File: config.mk
export PLATFORM = sky130hd
export DESIGN_NAME = interrupt_table_record_parser
export DESIGN_NICKNAME = d
export VERILOG_FILES = /design/src/rtl/itrp_pkg.sv /design/src/rtl/itrp_override_store.sv /design/src/rtl/interrupt_table_record_parser.sv
export SDC_FILE = /design/constraint.sdc
export NUM_CORES = 2
export LEC_CHECK = 0
export ABC_AREA = 1
export BUFFER_PORTS_ARGS = -buffer_cell sky130_fd_sc_hd__buf_4
export CORE_MARGIN = 2
export CORE_UTILIZATION = 46
export CTS_BUF_LIST = sky130_fd_sc_hd__clkbuf_8
export DETAILED_ROUTE_END_ITERATION = 8
export GPL_ROUTABILITY_DRIVEN = 0
export GPL_TIMING_DRIVEN = 0
export PLACE_DENSITY = 0.59
export SLEW_MARGIN = 20
export SYNTH_ARGS = -nofsm -noshare
export SYNTH_HDL_FRONTEND = slang
export SYNTH_SLANG_ARGS = --single-unit
File: constraint.sdc
create_clock -name clk_i -period 6.35 [get_ports clk_i]
set_input_delay 0.635 -clock clk_i [delete_from_list [all_inputs] [get_ports clk_i]]
set_output_delay 0.635 -clock clk_i [all_outputs]
set_load 0.01 [all_outputs]
File: src/rtl/itrp_pkg.sv
// ----------------------------------------------------------------------------
// itrp_pkg
// Types and constants shared by the interrupt table record parser.
// ----------------------------------------------------------------------------
package itrp_pkg;

  typedef enum logic [1:0] {
    CMD_BYTE   = 2'd0,
    CMD_START  = 2'd1,
    CMD_LOOKUP = 2'd2,
    CMD_NONE   = 2'd3
  } cmd_e;

  typedef enum logic [2:0] {
    KIND_PROC    = 3'd0,
    KIND_IOAPIC  = 3'd1,
    KIND_OVR     = 3'd2,
    KIND_NMI     = 3'd3,
    KIND_UNKNOWN = 3'd4,
    KIND_END     = 3'd5,
    KIND_LOOKUP  = 3'd6
  } kind_e;

  typedef enum logic [1:0] {
    ST_IDLE,
    ST_SCAN,
    ST_OUT
  } state_e;

  localparam logic [31:0] HeaderBytes = 32'd44;

  typedef struct packed {
    logic [1:0] command;
    logic [7:0] data_byte;
    logic [7:0] irq;
  } in_word_t;

  typedef struct packed {
    logic [2:0]  kind;
    logic [7:0]  first_id;
    logic [7:0]  second_id;
    logic [31:0] address_or_gsi;
    logic [31:0] flags_or_base;
    logic        saved;
    logic        override_hit;
    logic        checksum_ok;
  } out_word_t;

  // Control between the sequencer and the override store scanner.
  typedef struct packed {
    logic       start;
    logic [7:0] irq;
  } scan_req_t;

  typedef struct packed {
    logic        done;
    logic        hit;
    logic [31:0] gsi;
  } scan_rsp_t;

endpackage

File: src/rtl/itrp_override_store.sv
// ----------------------------------------------------------------------------
// itrp_override_store
// Override entry memory with an entry-per-cycle scan for IRQ lookups.
// ----------------------------------------------------------------------------
module itrp_override_store #(
  parameter int unsigned MaxOverrides = 16
) (
  input  logic                clk_i,
  input  logic                rst_ni,
  input  logic                wr_en_i,
  input  logic [$clog2(MaxOverrides+1)-1:0] wr_idx_i,
  input  logic [39:0]         wr_data_i,
  input  logic [$clog2(MaxOverrides+1)-1:0] count_i,
  input  itrp_pkg::scan_req_t req_i,
  output itrp_pkg::scan_rsp_t rsp_o
);

  localparam int unsigned CW = $clog2(MaxOverrides + 1);
  localparam int unsigned AW = (MaxOverrides > 1) ? $clog2(MaxOverrides) : 1;

  logic [39:0]   mem [MaxOverrides];
  logic [39:0]   rd_q;
  logic [CW-1:0] idx_q, idx_d;
  logic          busy_q, busy_d, rdv_q, rdv_d;
  logic [7:0]    irq_q;
  logic          done_q, done_d, hit_q, hit_d;
  logic [31:0]   gsi_q, gsi_d;
  logic [AW-1:0] waddr, raddr;

  assign waddr = wr_idx_i[AW-1:0];
  assign raddr = idx_q[AW-1:0];

  always_ff @(posedge clk_i) begin
    if (wr_en_i) mem[waddr] <= wr_data_i;
    rd_q <= mem[raddr];
  end

  // One entry is read per cycle; the compare sees it in the cycle after the read.
  always_comb begin
    idx_d  = idx_q;
    busy_d = busy_q;
    rdv_d  = 1'b0;
    done_d = 1'b0;
    hit_d  = hit_q;
    gsi_d  = gsi_q;
    if (req_i.start) begin
      idx_d  = '0;
      busy_d = 1'b1;
      hit_d  = 1'b0;
      gsi_d  = {24'd0, req_i.irq};
    end else if (busy_q) begin
      if (rdv_q && rd_q[7:0] == irq_q) begin
        busy_d = 1'b0;
        done_d = 1'b1;
        hit_d  = 1'b1;
        gsi_d  = rd_q[39:8];
      end else if (idx_q >= count_i || idx_q == CW'(MaxOverrides)) begin
        busy_d = 1'b0;
        done_d = 1'b1;
      end else begin
        rdv_d = 1'b1;
        idx_d = idx_q + 1'b1;
      end
    end
  end

  always_ff @(posedge clk_i or negedge rst_ni) begin
    if (!rst_ni) begin
      idx_q  <= '0;
      busy_q <= 1'b0;
      rdv_q  <= 1'b0;
      done_q <= 1'b0;
    end else begin
      idx_q  <= idx_d;
      busy_q <= busy_d;
      rdv_q  <= rdv_d;
      done_q <= done_d;
    end
  end

  always_ff @(posedge clk_i) begin
    hit_q <= hit_d;
    gsi_q <= gsi_d;
    if (req_i.start) irq_q <= req_i.irq;
  end

  assign rsp_o = '{done: done_q, hit: hit_q, gsi: gsi_q};

endmodule

File: src/rtl/interrupt_table_record_parser.sv
// ----------------------------------------------------------------------------
// interrupt_table_record_parser
// Byte-serial parser for an interrupt controller description table.
// ----------------------------------------------------------------------------
// Table bytes and start commands are taken one a cycle while no lookup runs and
// the output is not held, and give their word, if any, in the output register
// on the following cycle. An IRQ lookup scans the override memory one entry a
// cycle through its single read port. A pending word on the output blocks the
// input until it is taken.
module interrupt_table_record_parser #(
  parameter int unsigned MAX_PROCESSORS       = 64,
  parameter int unsigned MAX_IO_CONTROLLERS   = 8,
  parameter int unsigned MAX_OVERRIDES        = 16,
  parameter int unsigned RECORD_CAPTURE_BYTES = 16
) (
  input  logic                 clk_i,
  input  logic                 rst_ni,
  input  logic                 in_valid_i,
  output logic                 in_stall_o,
  input  itrp_pkg::in_word_t   in_data_i,
  output logic                 out_valid_o,
  input  logic                 out_stall_i,
  output itrp_pkg::out_word_t  out_data_o
);

  localparam int unsigned PW = $clog2(MAX_PROCESSORS + 1);
  localparam int unsigned IW = $clog2(MAX_IO_CONTROLLERS + 1);
  localparam int unsigned OW = $clog2(MAX_OVERRIDES + 1);
  localparam int unsigned RCB = RECORD_CAPTURE_BYTES;
  localparam int unsigned RW = $clog2(RCB);

  itrp_pkg::state_e state_q, state_d;
  logic [31:0] pos_q, pos_d, len_q, len_d, base_q, base_d, tflags_q, tflags_d;
  logic [7:0]  sum_q, sum_d, roff_q, roff_d, rlen_q, rlen_d;
  logic [7:0]  rec_q [RCB];
  logic        stop_q, stop_d, endp_q, endp_d;
  logic [PW-1:0] pcnt_q, pcnt_d;
  logic [IW-1:0] icnt_q, icnt_d;
  logic [OW-1:0] ocnt_q, ocnt_d;
  logic        rec_we;
  logic [RW-1:0] rec_wa;
  logic [7:0]  rec_wd;
  logic        ovr_we;
  logic [39:0] ovr_wd;
  itrp_pkg::out_word_t ow_q, ow_d;
  logic        ov_q, ov_d;
  itrp_pkg::scan_req_t sreq;
  itrp_pkg::scan_rsp_t srsp;

  logic        accept;
  logic [7:0]  d;
  logic [31:0] pn;
  logic        last, done_now, produced;
  logic [7:0]  rb [RCB];

  assign accept     = in_valid_i && !in_stall_o;
  // A word that leaves this cycle frees the output register for the next one.
  assign in_stall_o = (state_q != itrp_pkg::ST_IDLE) || (ov_q && out_stall_i);
  assign d          = in_data_i.data_byte;

  // Record view with the current byte folded in at its offset.
  always_comb begin
    for (int k = 0; k < RCB; k++) begin
      rb[k] = rec_q[k];
      if (roff_q == 8'(k)) rb[k] = d;
    end
  end

  function automatic logic [7:0] rbyte(input logic [7:0] v [RCB], input int unsigned i);
    return (i < RCB) ? v[i] : 8'd0;
  endfunction

  always_comb begin
    logic [7:0] typ;
    logic [7:0] rl;
    logic       dec;
    typ = 8'd0;
    rl  = 8'd0;
    dec = 1'b0;
    state_d = state_q;
    pos_d = pos_q; len_d = len_q; base_d = base_q; tflags_d = tflags_q;
    sum_d = sum_q; roff_d = roff_q; rlen_d = rlen_q; stop_d = stop_q;
    endp_d = endp_q; pcnt_d = pcnt_q; icnt_d = icnt_q; ocnt_d = ocnt_q;
    rec_we = 1'b0; rec_wa = roff_q[RW-1:0]; rec_wd = d;
    ovr_we = 1'b0; ovr_wd = '0;
    ow_d = '0; ov_d = ov_q && out_stall_i;
    sreq = '{start: 1'b0, irq: in_data_i.irq};
    pn = pos_q + 32'd1;
    last = 1'b0; done_now = 1'b0; produced = 1'b0;
    if (ov_q && out_stall_i) ow_d = ow_q;

    case (state_q)
      itrp_pkg::ST_IDLE: begin
        if (accept) begin
          case (in_data_i.command)
            itrp_pkg::CMD_START: begin
              pos_d = '0; len_d = '0; base_d = '0; tflags_d = '0; sum_d = '0;
              roff_d = '0; rlen_d = '0; stop_d = 1'b0; endp_d = 1'b0;
              pcnt_d = '0; icnt_d = '0; ocnt_d = '0;
            end
            itrp_pkg::CMD_LOOKUP: begin
              sreq.start = 1'b1;
              state_d = itrp_pkg::ST_SCAN;
            end
            itrp_pkg::CMD_BYTE: begin
              done_now = (pos_q >= itrp_pkg::HeaderBytes) && (pos_q >= len_q);
              if (endp_q) begin
                endp_d = 1'b0;
                ow_d = '{kind: itrp_pkg::KIND_END, first_id: '0, second_id: '0,
                         address_or_gsi: base_q, flags_or_base: tflags_q,
                         saved: 1'b0, override_hit: 1'b0,
                         checksum_ok: (sum_q == 8'd0)};
                ov_d = 1'b1;
              end else if (!done_now) begin
                sum_d = sum_q + d;
                if (pos_q >= 32'd4 && pos_q < 32'd8)
                  len_d[8*pos_q[1:0] +: 8] = d;
                else if (pos_q >= 32'd36 && pos_q < 32'd40)
                  base_d[8*pos_q[1:0] +: 8] = d;
                else if (pos_q >= 32'd40 && pos_q < 32'd44)
                  tflags_d[8*pos_q[1:0] +: 8] = d;
                pos_d = pn;
                last = (pn >= itrp_pkg::HeaderBytes) && (pn >= len_d);
                if (pos_q >= itrp_pkg::HeaderBytes && !stop_q) begin
                  if (roff_q < 8'(RCB)) rec_we = 1'b1;
                  if (roff_q == 8'd0) begin
                    roff_d = 8'd1;
                    if (last) begin produced = 1'b1; typ = d; rl = 8'd0; end
                  end else if (roff_q == 8'd1) begin
                    if (d == 8'd0) begin
                      stop_d = 1'b1; roff_d = 8'd0;
                    end else if (d == 8'd1) begin
                      produced = 1'b1; typ = rec_q[0]; rl = 8'd1;
                      rec_wa = '0; roff_d = 8'd1;
                    end else begin
                      rlen_d = d; roff_d = 8'd2;
                      if (d == 8'd2) begin
                        roff_d = 8'd0; dec = 1'b1;
                      end else if (last) begin
                        produced = 1'b1; typ = rec_q[0]; rl = d;
                      end
                    end
                  end else begin
                    roff_d = roff_q + 8'd1;
                    if ({1'b0, roff_q} + 9'd1 >= {1'b0, rlen_q}) begin
                      roff_d = 8'd0; dec = 1'b1;
                    end else if (last) begin
                      produced = 1'b1; typ = rec_q[0]; rl = rlen_q;
                    end
                  end
                end
                if (dec) begin
                  produced = 1'b1;
                  typ = rb[0];
                  rl = rlen_d;
                  if (typ == 8'd0 && rl >= 8'd8) begin
                    ow_d.kind = itrp_pkg::KIND_PROC;
                    ow_d.first_id = rbyte(rb, 3); ow_d.second_id = rbyte(rb, 2);
                    ow_d.flags_or_base = {rbyte(rb, 7), rbyte(rb, 6),
                                          rbyte(rb, 5), rbyte(rb, 4)};
                    if (pcnt_q < PW'(MAX_PROCESSORS)) begin
                      ow_d.saved = 1'b1; pcnt_d = pcnt_q + 1'b1;
                    end
                  end else if (typ == 8'd1 && rl >= 8'd12) begin
                    ow_d.kind = itrp_pkg::KIND_IOAPIC;
                    ow_d.first_id = rbyte(rb, 2);
                    ow_d.address_or_gsi = {rbyte(rb, 7), rbyte(rb, 6),
                                           rbyte(rb, 5), rbyte(rb, 4)};
                    ow_d.flags_or_base = {rbyte(rb, 11), rbyte(rb, 10),
                                          rbyte(rb, 9), rbyte(rb, 8)};
                    if (icnt_q < IW'(MAX_IO_CONTROLLERS)) begin
                      ow_d.saved = 1'b1; icnt_d = icnt_q + 1'b1;
                    end
                  end else if (typ == 8'd2 && rl >= 8'd10) begin
                    ow_d.kind = itrp_pkg::KIND_OVR;
                    ow_d.first_id = rbyte(rb, 2); ow_d.second_id = rbyte(rb, 3);
                    ow_d.address_or_gsi = {rbyte(rb, 7), rbyte(rb, 6),
                                           rbyte(rb, 5), rbyte(rb, 4)};
                    ow_d.flags_or_base = {16'd0, rbyte(rb, 9), rbyte(rb, 8)};
                    if (ocnt_q < OW'(MAX_OVERRIDES)) begin
                      ow_d.saved = 1'b1; ocnt_d = ocnt_q + 1'b1;
                      ovr_we = 1'b1;
                      ovr_wd = {ow_d.address_or_gsi, rbyte(rb, 3)};
                    end
                  end else if (typ == 8'd4 && rl >= 8'd6) begin
                    ow_d.kind = itrp_pkg::KIND_NMI;
                    ow_d.first_id = rbyte(rb, 2); ow_d.second_id = rbyte(rb, 5);
                    ow_d.flags_or_base = {16'd0, rbyte(rb, 4), rbyte(rb, 3)};
                  end else begin
                    ow_d.kind = itrp_pkg::KIND_UNKNOWN;
                    ow_d.first_id = typ; ow_d.second_id = rl;
                  end
                end else if (produced) begin
                  ow_d.kind = itrp_pkg::KIND_UNKNOWN;
                  ow_d.first_id = typ; ow_d.second_id = rl;
                end
                if (produced) begin
                  ov_d = 1'b1;
                  if (last) endp_d = 1'b1;
                end else if (last) begin
                  ow_d = '{kind: itrp_pkg::KIND_END, first_id: '0, second_id: '0,
                           address_or_gsi: base_d, flags_or_base: tflags_d,
                           saved: 1'b0, override_hit: 1'b0,
                           checksum_ok: (sum_d == 8'd0)};
                  ov_d = 1'b1;
                end
              end
            end
            default: ;
          endcase
        end
      end
      itrp_pkg::ST_SCAN: begin
        if (srsp.done) begin
          ow_d = '0;
          ow_d.kind = itrp_pkg::KIND_LOOKUP;
          ow_d.address_or_gsi = srsp.gsi;
          ow_d.override_hit = srsp.hit;
          ov_d = 1'b1;
          state_d = itrp_pkg::ST_IDLE;
        end
      end
      default: state_d = itrp_pkg::ST_IDLE;
    endcase
  end

  itrp_override_store #(.MaxOverrides(MAX_OVERRIDES)) u_store (
    .clk_i    (clk_i),
    .rst_ni   (rst_ni),
    .wr_en_i  (ovr_we),
    .wr_idx_i (ocnt_q),
    .wr_data_i(ovr_wd),
    .count_i  (ocnt_q),
    .req_i    (sreq),
    .rsp_o    (srsp)
  );

  always_ff @(posedge clk_i or negedge rst_ni) begin
    if (!rst_ni) begin
      state_q <= itrp_pkg::ST_IDLE;
      pos_q <= '0; len_q <= '0; base_q <= '0; tflags_q <= '0; sum_q <= '0;
      roff_q <= '0; rlen_q <= '0; stop_q <= 1'b0; endp_q <= 1'b0;
      pcnt_q <= '0; icnt_q <= '0; ocnt_q <= '0; ov_q <= 1'b0;
    end else begin
      state_q <= state_d;
      pos_q <= pos_d; len_q <= len_d; base_q <= base_d; tflags_q <= tflags_d;
      sum_q <= sum_d; roff_q <= roff_d; rlen_q <= rlen_d; stop_q <= stop_d;
      endp_q <= endp_d; pcnt_q <= pcnt_d; icnt_q <= icnt_d; ocnt_q <= ocnt_d;
      ov_q <= ov_d;
    end
  end

  always_ff @(posedge clk_i) begin
    ow_q <= ow_d;
    if (rec_we) rec_q[rec_wa] <= rec_wd;
  end

  assign out_valid_o = ov_q;
  assign out_data_o  = ow_q;

  // A word held by the receiver blocks new input.
  a_stall_when_full: assert property (@(posedge clk_i) disable iff (!rst_ni)
    (out_valid_o && out_stall_i) |-> in_stall_o) else $error("input taken over a held word");
  // Counts never pass their capacity.
  a_ocnt_cap: assert property (@(posedge clk_i) disable iff (!rst_ni)
    ocnt_q <= OW'(MAX_OVERRIDES)) else $error("override count overflow");
  // A lookup ends with its answer and nothing else.
  a_scan_answer: assert property (@(posedge clk_i) disable iff (!rst_ni)
    (state_q == itrp_pkg::ST_SCAN && srsp.done) |=>
      (out_valid_o && out_data_o.kind == itrp_pkg::KIND_LOOKUP))
    else $error("lookup answer missing");

endmodule
=== Word-level counts from Yosys, hierarchy flattened ===
Memories as Yosys holds them, arrays and structs flattened. A register that Yosys moved wholly into a read port is not among the register bits.
Index checks and enable logic that the tools add are counted.

* Register bits after elaboration: 308
* Latch bits: 0
* RAM bits: 768
* ROM bits: 0
* Bits of input ports: 22
* Output and inout bits: 88
* Word-level logic and storage cells: 385
* Memories: 2

{| class="wikitable"
|+ Memory list
! name !! depth !! width !! read ports !! clocked after memory_dff !! wr ports !! RTL line !! RTL
|-
| u_store.mem || 16 || 40 || 1 || 1 || 1 || itrp_override_store.sv:21 || <nowiki>logic [39:0] mem [MaxOverrides];</nowiki>
|-
| rec_q || 16 || 8 || 11 || 0 || 1 || interrupt_table_record_parser.sv:35 || <nowiki>logic [7:0] rec_q [RCB];</nowiki>
|}

* Add/subtract/negate cells: 9
* Multiply operators: 0
* Divide/modulo/power cells: 0
* Order comparisons: 20
* Eq/ne operators: 41
* Shifts and indexed selects: 2
* Multiplexer cells: 242
* Bitwise logic cells: 0
* Reduce and logical (&&, ||, !) cells: 39

{| class="wikitable"
|+ Operators with widths
! cell !! number
|-
| two-way mux 32 bit || 23
|-
| two-way mux 86 bit || 8
|-
| two-way mux 8 bit || 52
|-
| two-way mux 40 bit || 10
|-
| case mux 32 bit (2 select lines) || 4
|-
| case mux 86 bit (2 select lines) || 1
|-
| two-way mux 65 bit || 2
|-
| greater-or-equal comparator 32 x 6 -> 1 bit, second input constant || 4
|-
| bitwise mux 32 bit || 3
|-
| two-way mux 19 bit || 5
|-
| two-way mux 1 bit || 84
|-
| greater-or-equal comparator 32 bit || 2
|-
| less-than comparator 32 x 6 -> 1 bit, second input constant || 2
|-
| two-way mux 4 bit || 16
|-
| two-way mux 5 bit || 11
|-
| case mux 8 bit (2 select lines) || 3
|-
| == test 8 x 3 -> 1 bit, second input constant || 5
|-
| zero test 8 bit || 5
|-
| != test 2 bit, second input constant || 18
|-
| two-way mux 7 bit || 5
|-
| negation 5 -> 34 bit || 1
|-
| variable shift 8 x 34 -> 32 bit, first input constant || 1
|-
| variable part select 8 x 34 -> 32 bit || 1
|-
| two-way mux 33 bit || 1
|-
| other kinds (44) || 86
|}

=== Longest topological paths before layout ===
* Depth in word-level cells: 35
* Depth in mapped cells: 36
* Gate-level depth less buffers: 34

=== Hierarchy ===
Synthesis repeated with hierarchy kept, for this count alone.

* Cell total of the unflattened synthesis: 5647
* Area total of the unflattened synthesis: 51805.9 um2

{| class="wikitable"
|+ Modules (own cells, without submodules)
! module !! times used !! cells each !! area an instance (um2) !! seq. area each (um2)
|-
| itrp_override_store || 1 || 2245 || 28297.1 || 21200.3
|-
| interrupt_table_record_parser || 1 || 3402 || 23508.8 || 8668.3
|}

=== Worst setup path after synthesis ===
OpenSTA, ideal clock, no wires.

* Kind: reg-to-reg
* From: register roff_q[0]
* To: memory u_store.mem[0][0], enable pin
* Library setup time: 0.437 ns
* Arrival: 4.545 ns
* Required time: 5.913 ns
* Setup slack: 1.368 ns
* Stages on the path, launching flop included: 21
* Buffers on the path: 0
* Clock period less this slack: 4.982 ns
* Path through: dfrtp_1 inv_1 nor3_1 nand3_1 nor3_1 xor2_1 ha_1 nand4_1 nor3_1 nand2_1 nand3_1 nor2_2 inv_1 nand2_1 inv_2 nand2_1 inv_2 nand2_1 nor4_4 nand2_1 nor2_1

* Cells in the longest elaborated chain, start to end: 22
* Elaborated cells on any way between the ends: 42
* Classes of those cells: add/sub: 1; order compare: 4; eq/ne: 3; mux: 29; reduce/logical: 5

{| class="wikitable"
|+ Ends and longest elaborated chain
! element !! RTL line !! RTL
|-
| from (decl) || interrupt_table_record_parser.sv:34 || <nowiki>logic [7:0] sum_q, sum_d, roff_q, roff_d, rlen_q, rlen_d;</nowiki>
|-
| from (signal assigned) || interrupt_table_record_parser.sv:247 || <nowiki>sum_q <= sum_d; roff_q <= roff_d; rlen_q <= rlen_d; stop_q <= stop_d;</nowiki>
|-
| branches (longest 14 deep; another with adder 8 x 1 -> 9 bit) || n/a ||
|-
| two-way mux 1 bit (*) || interrupt_table_record_parser.sv:152 || <nowiki>if (dec) begin</nowiki>
|-
| two-way mux 1 bit (*) || interrupt_table_record_parser.sv:114 || <nowiki>end else if (!done_now) begin</nowiki>
|-
| two-way mux 1 bit (*) || interrupt_table_record_parser.sv:107 || <nowiki>if (endp_q) begin</nowiki>
|-
| two-way mux 1 bit (*) || interrupt_table_record_parser.sv:95 || <nowiki>case (in_data_i.command)</nowiki>
|-
| two-way mux 1 bit (*) || interrupt_table_record_parser.sv:94 || <nowiki>if (accept) begin</nowiki>
|-
| two-way mux 1 bit (*) || interrupt_table_record_parser.sv:92 || <nowiki>case (state_q)</nowiki>
|-
| two-way mux 1 bit (*) || itrp_override_store.sv:34 || <nowiki>if (wr_en_i) mem[waddr] <= wr_data_i;</nowiki>
|-
| two-way mux 1 bit (implied by the code) (*) || itrp_override_store.sv:34 ||
|-
| to (decl) || itrp_override_store.sv:21 ||
|}

Every way passes the cells marked *. The select of a mux whose other input is x is not followed.

==> run summary <==
STA
----------------------------------------------------------------------------------
Highest attainable clock frequency                                       163.3 MHz
Final critical delay including setup and external delays                  6.124 ns
Final setup violating endpoints                                                  0
Worst Max-Slew Pin Slew                                                   1.284 ns
Final hold vios                                                                  0
Slew headroom                                                               13.53%
Final critical-path share of the clock period                               96.44%
Final setup skew                                                        0.05619 ns
Worst hold slack after final layout                                      0.1271 ns
Pins Over Slew Limit                                                             0

SYNTHESIS
----------------------------------------------------------------------------------
Total of warnings raised by yosys                                                0
Post-synth cell types                                                           56
Largest cells by area after synthesis                                 sky130_fd_sc_hd__edfxtp_1 43%, sky130_fd_sc_hd__nand2_1 9.6%, sky130_fd_sc_hd__dfrtp_1 8.7%
Post-synth top area cell                                              sky130_fd_sc_hd__edfxtp_1
Proportion of netlist area held by the largest area contributor             43.27%
Post-synthesis instance total                                                 5708
Mapped Area                                                            0.05163 mm2
Predominant post-synthesis flop cell                                  sky130_fd_sc_hd__edfxtp_1
Average instance area after synthesis                                    9.046 um2
Dominant cell by count in the synthesized netlist                     sky130_fd_sc_hd__nand2_1
Number of flops mapped to enable cells by yosys                                744
Flip-flop and latch count after synthesis                                     1075
Syn Nets                                                                      5832
Sequential fraction of the synthesis area                                   57.85%
Commonest cells in the netlist                                        1319 x sky130_fd_sc_hd__nand2_1, 744 x sky130_fd_sc_hd__edfxtp_1, 704 x sky130_fd_sc_hd__nor2_1, 611 x sky130_fd_sc_hd__o21ai_0, 405 x sky130_fd_sc_hd__inv_1
Share of synthesized flip-flops with an asynchronous set or reset           16.74%

FLOW RUN
----------------------------------------------------------------------------------
Total of max-cap violations                                                      0

ROUTE
----------------------------------------------------------------------------------
Post-detailed-route DRC marker count                                             0
Via density per instance                                                     5.800
Number of iterations in the first detailed-routing pass                          6
Post-DRT Antenna Nets                                                            0
DRT Wirelength                                                           192600 um
Total vias in the final route                                                44640
Detail-routed net length per standard cell                                25.02 um
Detailed router's first-iteration violation count                             5933

PLACEMENT
----------------------------------------------------------------------------------
Count of buffers from port buffering                                           109
# placed instances                                                            7347
Post-detail-place hpwl                                                   140900 um

FINAL LAYOUT
----------------------------------------------------------------------------------
Filler Cell Count                                                            10240
Share of final-layout standard cells stronger than drive strength 1         8.943%
Final net count                                                               6178
Area delta synth->final                                                     14.57%
Final std cells w/o fill                                                      7696
Area occupied by registers                                             0.02987 mm2
Total area of multi-input combinational cells                          0.01908 mm2

CRITICAL PATH
----------------------------------------------------------------------------------
Kind of end point of the critical path                                    register
Beginning of the worst register-to-register path                      pos_q[0]$_DFFE_PN0P_
Highest fanout seen on the critical path                                        10
Termination of the worst setup path                                   out_data_o[39]$_DFF_P_
Slack of the worst reg-to-reg path                                         0.23 ns
Critical path start-end classification                                register to register
Critical path data required time                                           7.10 ns
Data arrival time at the worst-slack endpoint                              6.87 ns
Depth of the most critical reg-to-reg path                                      26
Launching instance or port of the critical path                       pos_q[0]$_DFFE_PN0P_
Crit start category                                                       register
Endpoint of the lowest-slack register-to-register path                out_data_o[39]$_DFF_P_

CLOCKING
----------------------------------------------------------------------------------
Clock buffer count from CTS                                                    183
Clock Tree Root                                                       sky130_fd_sc_hd__clkbuf_8
CTS HTree Levels                                                                 4
Clock insertion delay at the later pin of the skew report                  0.91 ns
Post-CTS setup buffer count                                                      0
Sink Count                                                                    1075
CTS tree                                                                       yes
Worst-path clk slew                                                        0.06 ns
CTS max path bufs                                                                3

GLOBAL ROUTING
----------------------------------------------------------------------------------
Number of global-route vias before repair                                    42230
Initial antenna violation count                                                  6
Global-route wire length before repair                                   279100 um
Global Route Usage Sum                                                      32.85%
GRT overflow                                                                     0
Maximum number of pins on one net before global-route repair                    83

FLOORPLAN
----------------------------------------------------------------------------------
Core Region                                                             0.1110 mm2
Die X                                                                     339.0 um
Floorplan die area                                                      0.1149 mm2
Number of ports placed on the die boundary                                     110
Number of core rows                                                            122
Initial Util                                                                46.53%
Chip height                                                               339.0 um

STATUS
----------------------------------------------------------------------------------
Run status                                                               completed

MIN PATH
----------------------------------------------------------------------------------
Classification of the worst-slack hold path                           primary input to register

## registers in the layout, summed over array words and instances (netlist names), 4 cells and up
name           count
sum_q              8
base_q            32
pcnt_q             7
u_store.rd_q      40
roff_q             8
u_store.idx_q      5
u_store.irq_q      8
icnt_q             4
ocnt_q             5
rlen_q             8
tflags_q          32
rec_q             88
out_data_o        86
u_store.mem      640
u_store.gsi_q     32
len_q             32
pos_q             32
## layout by cell type, fill, tap and decap left out, types with 25 or more instances in the layout
master / netlist / final
sky130_fd_sc_hd__clkbuf_8: 0 / 208
sky130_fd_sc_hd__nor2_4: 7 / 25
sky130_fd_sc_hd__edfxtp_1: 744 / 744
sky130_fd_sc_hd__ha_1: 101 / 101
sky130_fd_sc_hd__a21oi_1: 313 / 313
sky130_fd_sc_hd__nor2_2: 8 / 42
sky130_fd_sc_hd__dfxtp_1: 151 / 151
sky130_fd_sc_hd__o22ai_1: 229 / 229
sky130_fd_sc_hd__o21ai_1: 43 / 64
sky130_fd_sc_hd__clkbuf_1: 277 / 276
sky130_fd_sc_hd__dfrtp_1: 180 / 180
sky130_fd_sc_hd__nand3_1: 217 / 217
sky130_fd_sc_hd__nor3_1: 33 / 28
sky130_fd_sc_hd__o21ai_0: 611 / 590
sky130_fd_sc_hd__nand2_1: 1319 / 1319
sky130_fd_sc_hd__nand4_1: 43 / 43
sky130_fd_sc_hd__buf_4: 8 / 124
sky130_fd_sc_hd__o221ai_1: 70 / 70
sky130_fd_sc_hd__nor2_1: 704 / 652
sky130_fd_sc_hd__clkinv_1: 8 / 38
sky130_fd_sc_hd__inv_1: 405 / 478
sky130_fd_sc_hd__o211ai_1: 41 / 41
## what timing repair did
item                                    in CTS  in global routing
endpoints found under the hold margin      107                  0
hold buffers                                 9                  0
gates resized for setup                      0                 16
endpoints found under the setup margin       0                 86
## critical path, stage by stage (launching register included)
cell and delay (ns):
sky130_fd_sc_hd__dfrtp_1 0.44, sky130_fd_sc_hd__buf_4 0.21, sky130_fd_sc_hd__inv_1 0.14, sky130_fd_sc_hd__ha_1 0.34, sky130_fd_sc_hd__clkbuf_1 0.35, sky130_fd_sc_hd__inv_2 0.19, sky130_fd_sc_hd__nor2_1 0.16, sky130_fd_sc_hd__nand2_1 0.29
sky130_fd_sc_hd__nor2_2 0.48, sky130_fd_sc_hd__o21ai_0 0.26, sky130_fd_sc_hd__ha_1 0.35, sky130_fd_sc_hd__nand3_1 0.10, sky130_fd_sc_hd__nor4_2 0.38, sky130_fd_sc_hd__nand4_1 0.17, sky130_fd_sc_hd__nand3_1 0.35, sky130_fd_sc_hd__nand3b_1 0.14
sky130_fd_sc_hd__nand2_1 0.16, sky130_fd_sc_hd__nand3_2 0.16, sky130_fd_sc_hd__nand4_4 0.21, sky130_fd_sc_hd__buf_6 0.21, sky130_fd_sc_hd__buf_2 0.34, sky130_fd_sc_hd__nor2_1 0.09, sky130_fd_sc_hd__nand3b_1 0.17, sky130_fd_sc_hd__nand2_1 0.10
sky130_fd_sc_hd__nand2_1 0.05, sky130_fd_sc_hd__nand2_1 0.06, sky130_fd_sc_hd__nand2_1 0.05
## kinds of logic (layout without fill, tap and decap cells)
family / count (synthesis) / after routing / share of synthesized area, %
flip-flops: 1075 / 1075 / 57.85
other: 0 / 2 / 0
XOR/XNOR: 28 / 28 / 0.4749
adder cells (fa/ha/maj): 102 / 102 / 2.486
AND/OR/NAND/NOR: 2386 / 2386 / 18.81
AO/OA/AOI/OAI: 1356 / 1356 / 14.68
buffers and inverters: 761 / 1259 / 5.709
## metal layers
metal	GRT usage [%]	vias up	routed length, um
li1	-	20410	-
met1	42.23	21050	74250
met2	51.56	2584	86930
met3	7.240	586	19990
met4	18.22	6	11360
met5	0	-	27
## worst min path at each step
stage                                                 to                startpoint  slack (ns)  cells after the start
after detailed placement  u_store.gsi_q[30]$_SDFFE_PP0P_  u_store.rd_q[38]$_DFF_P_        0.44                      2
after global placement     u_store.gsi_q[8]$_SDFFE_PP0P_  u_store.rd_q[16]$_DFF_P_        0.44                      2
final                                 endp_q$_DFFE_PN0P_             in_data_i[17]        0.13                      3
after floorplan                    base_q[0]$_DFFE_PN0P_                    rst_ni        0.34                      0
after global routing               rec_q[2][2]$_DFFE_PP_             in_data_i[10]        0.14                      1
after CTS                             endp_q$_DFFE_PN0P_             in_data_i[17]        0.06                      3
## per-stage QoR
step	setup WS, ns	setup TNS, ns	area (um2)	utilization [%]
global placement	-2.578	-1457.89	54310	48.94
floorplan	1.368	0	51630	-
global route	-0.0004463	-0.0004463	59150	53.30
finish	0.2261	0	59150	53.30
CTS	0.1028	0	59040	53.20
detailed placement	0.07408	0	55380	49.90
## cell type report
cell class	count	share of cell area (%)
Sequential cell	1075	50.49
Multi-Input combinational cell	3872	32.26
Clock buffer	208	4.839
Tap cell	1488	3.147
Timing Repair Buffer	161	3.061
Inverter	435	2.765
Buffer	326	2.223
Clock inverter	129	1.208
Antenna cell	2	0.008461
Power is not shown: default switching activity piles up to over one toggle a cycle in this logic, so the estimate is an artifact.
